### src/rtl/ffha_ram.sv
// Generic single-write, single-read RAM with registered read data.
module ffha_ram #(
   parameter int WIDTH = 8,
   parameter int DEPTH = 16
) (
   input  logic                     clock,
   input  logic                     we,
   input  logic [$clog2(DEPTH)-1:0] waddr,
   input  logic [WIDTH-1:0]         wdata,
   input  logic [$clog2(DEPTH)-1:0] raddr,
   output logic [WIDTH-1:0]         rdata
);

   logic [WIDTH-1:0] mem [DEPTH];
   logic [WIDTH-1:0] rdata_ff;

   always_ff @(posedge clock) begin
      if (we) begin
         mem[waddr] <= wdata;
      end
      rdata_ff <= mem[raddr];
   end

   assign rdata = rdata_ff;

endmodule

### config.mk
export PLATFORM = sky130hd
export DESIGN_NAME = ffha_ram
export DESIGN_NICKNAME = d
export VERILOG_FILES = /design/src/rtl/ffha_ram.sv
export SDC_FILE = /design/constraint.sdc
export NUM_CORES = 1
export LEC_CHECK = 0
export BUFFER_PORTS_ARGS = -buffer_cell sky130_fd_sc_hd__clkbuf_2
export CAP_MARGIN = 20
export CORE_MARGIN = 2
export CORE_UTILIZATION = 55
export CTS_BUF_LIST = sky130_fd_sc_hd__clkbuf_8 sky130_fd_sc_hd__clkbuf_16
export CTS_CLUSTER_SIZE = 10
export DETAILED_ROUTE_END_ITERATION = 7
export PLACE_DENSITY = 0.81
export SYNTH_ARGS = -nofsm -noshare
export SYNTH_HDL_FRONTEND = slang
export SYNTH_SLANG_ARGS = --single-unit
### constraint.sdc
create_clock -name clock -period 5.6 [get_ports clock]
set_input_delay 1.12 -clock clock [delete_from_list [all_inputs] [get_ports clock]]
set_output_delay 1.12 -clock clock [all_outputs]
set_load 0.05 [all_outputs]
# [After elaboration in Yosys (flattened, before gate mapping)]
# Memory sizes are Yosys's and may differ from the RTL's. A register that Yosys moved wholly into a read port is not among the register bits.
# Cells that the tools add are included.
[totals] ram_bits=128 reg_bits=0 wordCells=3 memories=1 out_inout_bits=8
[mem_list] memory="mem" words=16 word_bits=8 rd=1 rd_ports_with_merged_regs=1 wr=1 line_no="14" text="logic [WIDTH-1:0] mem [DEPTH];"
[classes] muxes=2
[ops] op="1-bit 2-to-1 mux" count=2

# [Depth between registers and ports, before layout]
[depth] word_depth=2 mapped_depth=5

# [Worst setup path after synthesis]
# No wires, ideal clock.
[synth_path] path_type="input to register" startpoint="input waddr[2]" endpoint="memory mem[0][0], enable pin" t_arrival_ps=2230 path_slack_ps=2987 setup_time_ps=383 cell_stages=2 required_ps=5217 n_path_buf=0 path_cell_list="or3b_2 nor3_1"
[synth_lines] item="start: declaration" line_no="8" text="input logic [$clog2(DEPTH)-1:0] waddr,"
[synth_lines] item="end: declaration" line_no="14"
# No word-level cell before the write port.

==> flow_summary.json <==
{
  "run_status": "finished clean",
  "total_gr_overflow": 0,
  "viasPerCell": 6.29,
  "multiInputGateArea_mm2": 0.00106,
  "net_count_of_the_mapped_netlist": 247,
  "cts-root-to-sink-buffers": 2,
  "hold_path_depth": 3,
  "design_area_mm2": 0.00595,
  "rrSetupSlack_ns": 4.15,
  "post_route_cells_drive_above_1_share": 0.286,
  "synthesis.area_per_instance_um2": 22.5,
  "setup.worst_path.class": "primary input to flip-flop",
  "floorplan.die.height_um": 101,
  "worst-endpoint-arrival_ns": 2.88,
  "grt_pass1_wl_mm": 15.0,
  "count_of_instances_resized_after_the_clock_tree_is_built": 0,
  "timing.rr.start": "mem[5][1]",
  "rows": 35,
  "met2_usage": 0.331,
  "synth_cell_types": 19,
  "netlist_top_cells_count": "128 x sky130_fd_sc_hd__edfxtp_1, 18 x sky130_fd_sc_hd__mux4_2, 16 x sky130_fd_sc_hd__a22oi_1",
  "synth-edff-count": 128,
  "crit_fanout": 18,
  "seqCellArea_mm2": 0.00400,
  "finalCriticalPeriod_ns": 2.49,
  "p_switching_w": 0.000498,
  "preCtsSetupSlack_ns": 2.57,
  "postLayoutCoreUtil": 0.650,
  "synth_async_sr_flop_share": 0,
  "finClkSkew_ns": 0.00532,
  "grt_antenna_before_repair": 0,
  "maximum_number_of_pins_on_one_net_before_global_route_repair": 33,
  "ys_seq_elements": 136,
  "clock-root-buffer": "sky130_fd_sc_hd__clkbuf_8",
  "fp.dieArea_mm2": 0.0101,
  "clkSlewWorstSetupHoldPaths_ns": 0.06,
  "vdd_drop_max_mv": 0.247,
  "timing.rr.end": "rdata[1]",
  "detailed_placement_hpwl_mm": 6.04,
  "unrepaired_setup_endpoints_after_global_routing": "false",
  "cellLeakagePower_nw": 1.99,
  "start_kind": "primary input",
  "intPower_w": 0.00181,
  "power.share.clock": 0.451,
  "worst_slack_ns": 3.11,
  "slew_of_the_pin_with_the_lowest_slew_margin_ns": 1.09,
  "maxClockFrequency_ghz": 0.402,
  "totalNegativeSetupSlack_ns": 0,
  "area.growth.synth_to_final_pct": 15.5,
  "timing.final.crit_share": 0.444,
  "core_area_mm2": 0.00915,
  "cts.sink_count": 136,
  "layout.nets": 285,
  "postPlaceCellArea_mm2": 0.00538,
  "gp_congestion": 0.774,
  "synth.largest_area_cell": "sky130_fd_sc_hd__edfxtp_1",
  "h_tree_level_count": 4,
  "pre_repair_dr_iteration_count": 5,
  "ys_seq_area_frac": 0.778,
  "synth_warnings": 0,
  "cts_tree": "yes",
  "post_synth_instance_area_mm2": 0.00515,
  "vias_in_the_first_global_route": 2488,
  "cts-hold-fix-buffers": 0,
  "maxSlewViolCount": 0,
  "drtAntennaViolNets": 0,
  "drt_first_iter_violations": 248,
  "use_met1": 0.294,
  "final_hold_viol_count": 0,
  "route.detailed.wl_per_inst_um": 25.4,
  "min-delay-start": "mem[14][1]",
  "drc": 0,
  "grtUsageTotal": 0.219,
  "boundary_pin_count": 26,
  "endpoint_of_the_worst_hold_path": "rdata[1]",
  "global_route.usage.met3": 0.0749,
  "power_density_mw_per_mm2": 389,
  "finalWirelength_mm": 9.93,
  "setup_viol": 0,
  "clock_latency_ns": 0.51,
  "ys.flop_type": "sky130_fd_sc_hd__edfxtp_1",
  "netlist_instances": 229,
  "hp-class": "flip-flop to flip-flop",
  "cap_viol_max_count": 0,
  "gr-max-usage-layer": "met2",
  "synth_area_leaders": "sky130_fd_sc_hd__edfxtp_1 75%, sky130_fd_sc_hd__mux4_2 7.9%, sky130_fd_sc_hd__mux4_1 7.1%",
  "power_frac_comb": 0.054,
  "reg2regPathDepth": 3,
  "num-fill-cells": 568,
  "n_antenna_cell": 0,
  "place.port_buffers": 25,
  "fraction_of_post_synthesis_cell_area_in_the_top_cell_type_by_area": 0.747,
  "detailroute.via_count": 2460,
  "timing.slew.headroom": 0.270,
  "critPathCaptureType": "flip-flop",
  "initial_core_util": 0.562,
  "post-synth-top-count-cell": "sky130_fd_sc_hd__edfxtp_1",
  "cp.required_ns": 6.00,
  "power.switching_fraction": 0.215,
  "seqPwrFrac": 0.496,
  "cts_setup_buffers": 0,
  "die_x_um": 101,
  "numCtsBuffers": 17
}
==> how the worst max path moves through the flow <==
stage	end	start	cells past startpoint	slack, ns
floorplan	mem[0][0]	waddr[2]	2	2.99
global placement	rdata[1]	raddr[0]	4	2.41
detailed placement	rdata[2]	raddr[0]	5	2.57
CTS	rdata[5]	raddr[0]	5	3.12
global route	rdata[0]	raddr[0]	5	3.05
finish	rdata[1]	raddr[0]	5	3.11
==> logic make-up after synthesis <==
group / after synthesis / synth area share
buffers and inverters: 10 / 0.0168
DFF: 136 / 0.778
AOI/OAI and AO/OA: 16 / 0.0233
muxes: 32 / 0.150
and+or+nand+nor: 35 / 0.0318
==> worst max-delay path, cell delays in order <==
cell and delay, ns:
sky130_fd_sc_hd__clkbuf_2 0.54, sky130_fd_sc_hd__buf_16 0.24, sky130_fd_sc_hd__mux4_1 0.56, sky130_fd_sc_hd__a22oi_1 0.33, sky130_fd_sc_hd__nand2_1 0.08
==> metrics by stage <==
stage | hold WS, ns | power [W] | instances
global route | 0.680 | 0.00238 | 391
detailed placement | 0.656 | 0.00129 | 359
finish | 0.665 | 0.00231 | 391
CTS | 0.670 | 0.00233 | 391
global placement | 0.651 | 0.00128 | 356
floorplan | 0.629 | 0.00125 | 229
==> cells in the final DEF (no fill, tap or decap), drive strengths merged <==
cell type / Yosys / routed
a22oi: 16 / 16
and2: 1 / 1
and2b: 1 / 1
buf: 7 / 4
bufinv: 0 / 2
clkbuf: 0 / 42
clkinv: 0 / 5
clkinvlp: 0 / 6
dfxtp: 8 / 8
edfxtp: 128 / 128
inv: 0 / 2
mux4: 32 / 32
nand2: 9 / 9
nand2b: 2 / 2
nand3: 1 / 1
nand3b: 2 / 2
nor2: 13 / 13
nor2b: 1 / 1
nor3: 4 / 4
or3b: 1 / 1
==> layout make-up <==
class                           count  share of cell area
Tap cell                          111              0.0234
Clock inverter                     15              0.0265
Timing Repair Buffer               29              0.0286
Clock buffer                       17              0.0696
Sequential cell                   136               0.673
Multi-Input combinational cell     83               0.179
==> sequential cells by signal, summed over array words and instances, names as in the netlist <==
signal  flops
mem       128
rdata       8
==> power groups by stage <==
stage	Clock, W	Sequential [W]	Combinational, W
3_3_place_gp	0	0.00116	0.000118
4_1_cts	0.00105	0.00115	0.000126
2_1_floorplan	0	0.00119	0.0000578
3_5_place_dp	0	0.00117	0.000124
6_report	0.00104	0.00115	0.000124
5_1_grt	0.00110	0.00115	0.000133
==> routing by layer <==
| metal | up-vias | share of wire | wire [µm] |
|---|---|---|---|
| met5 | - | 0 | 0 |
| met4 | 0 | 0.022 | 222 |
| met3 | 22 | 0.067 | 669 |
| met2 | 101 | 0.49 | 4900 |
| met1 | 1285 | 0.42 | 4140 |
| li1 | 1052 | - | - |
Note: power is estimated with default switching activity, not from simulation.
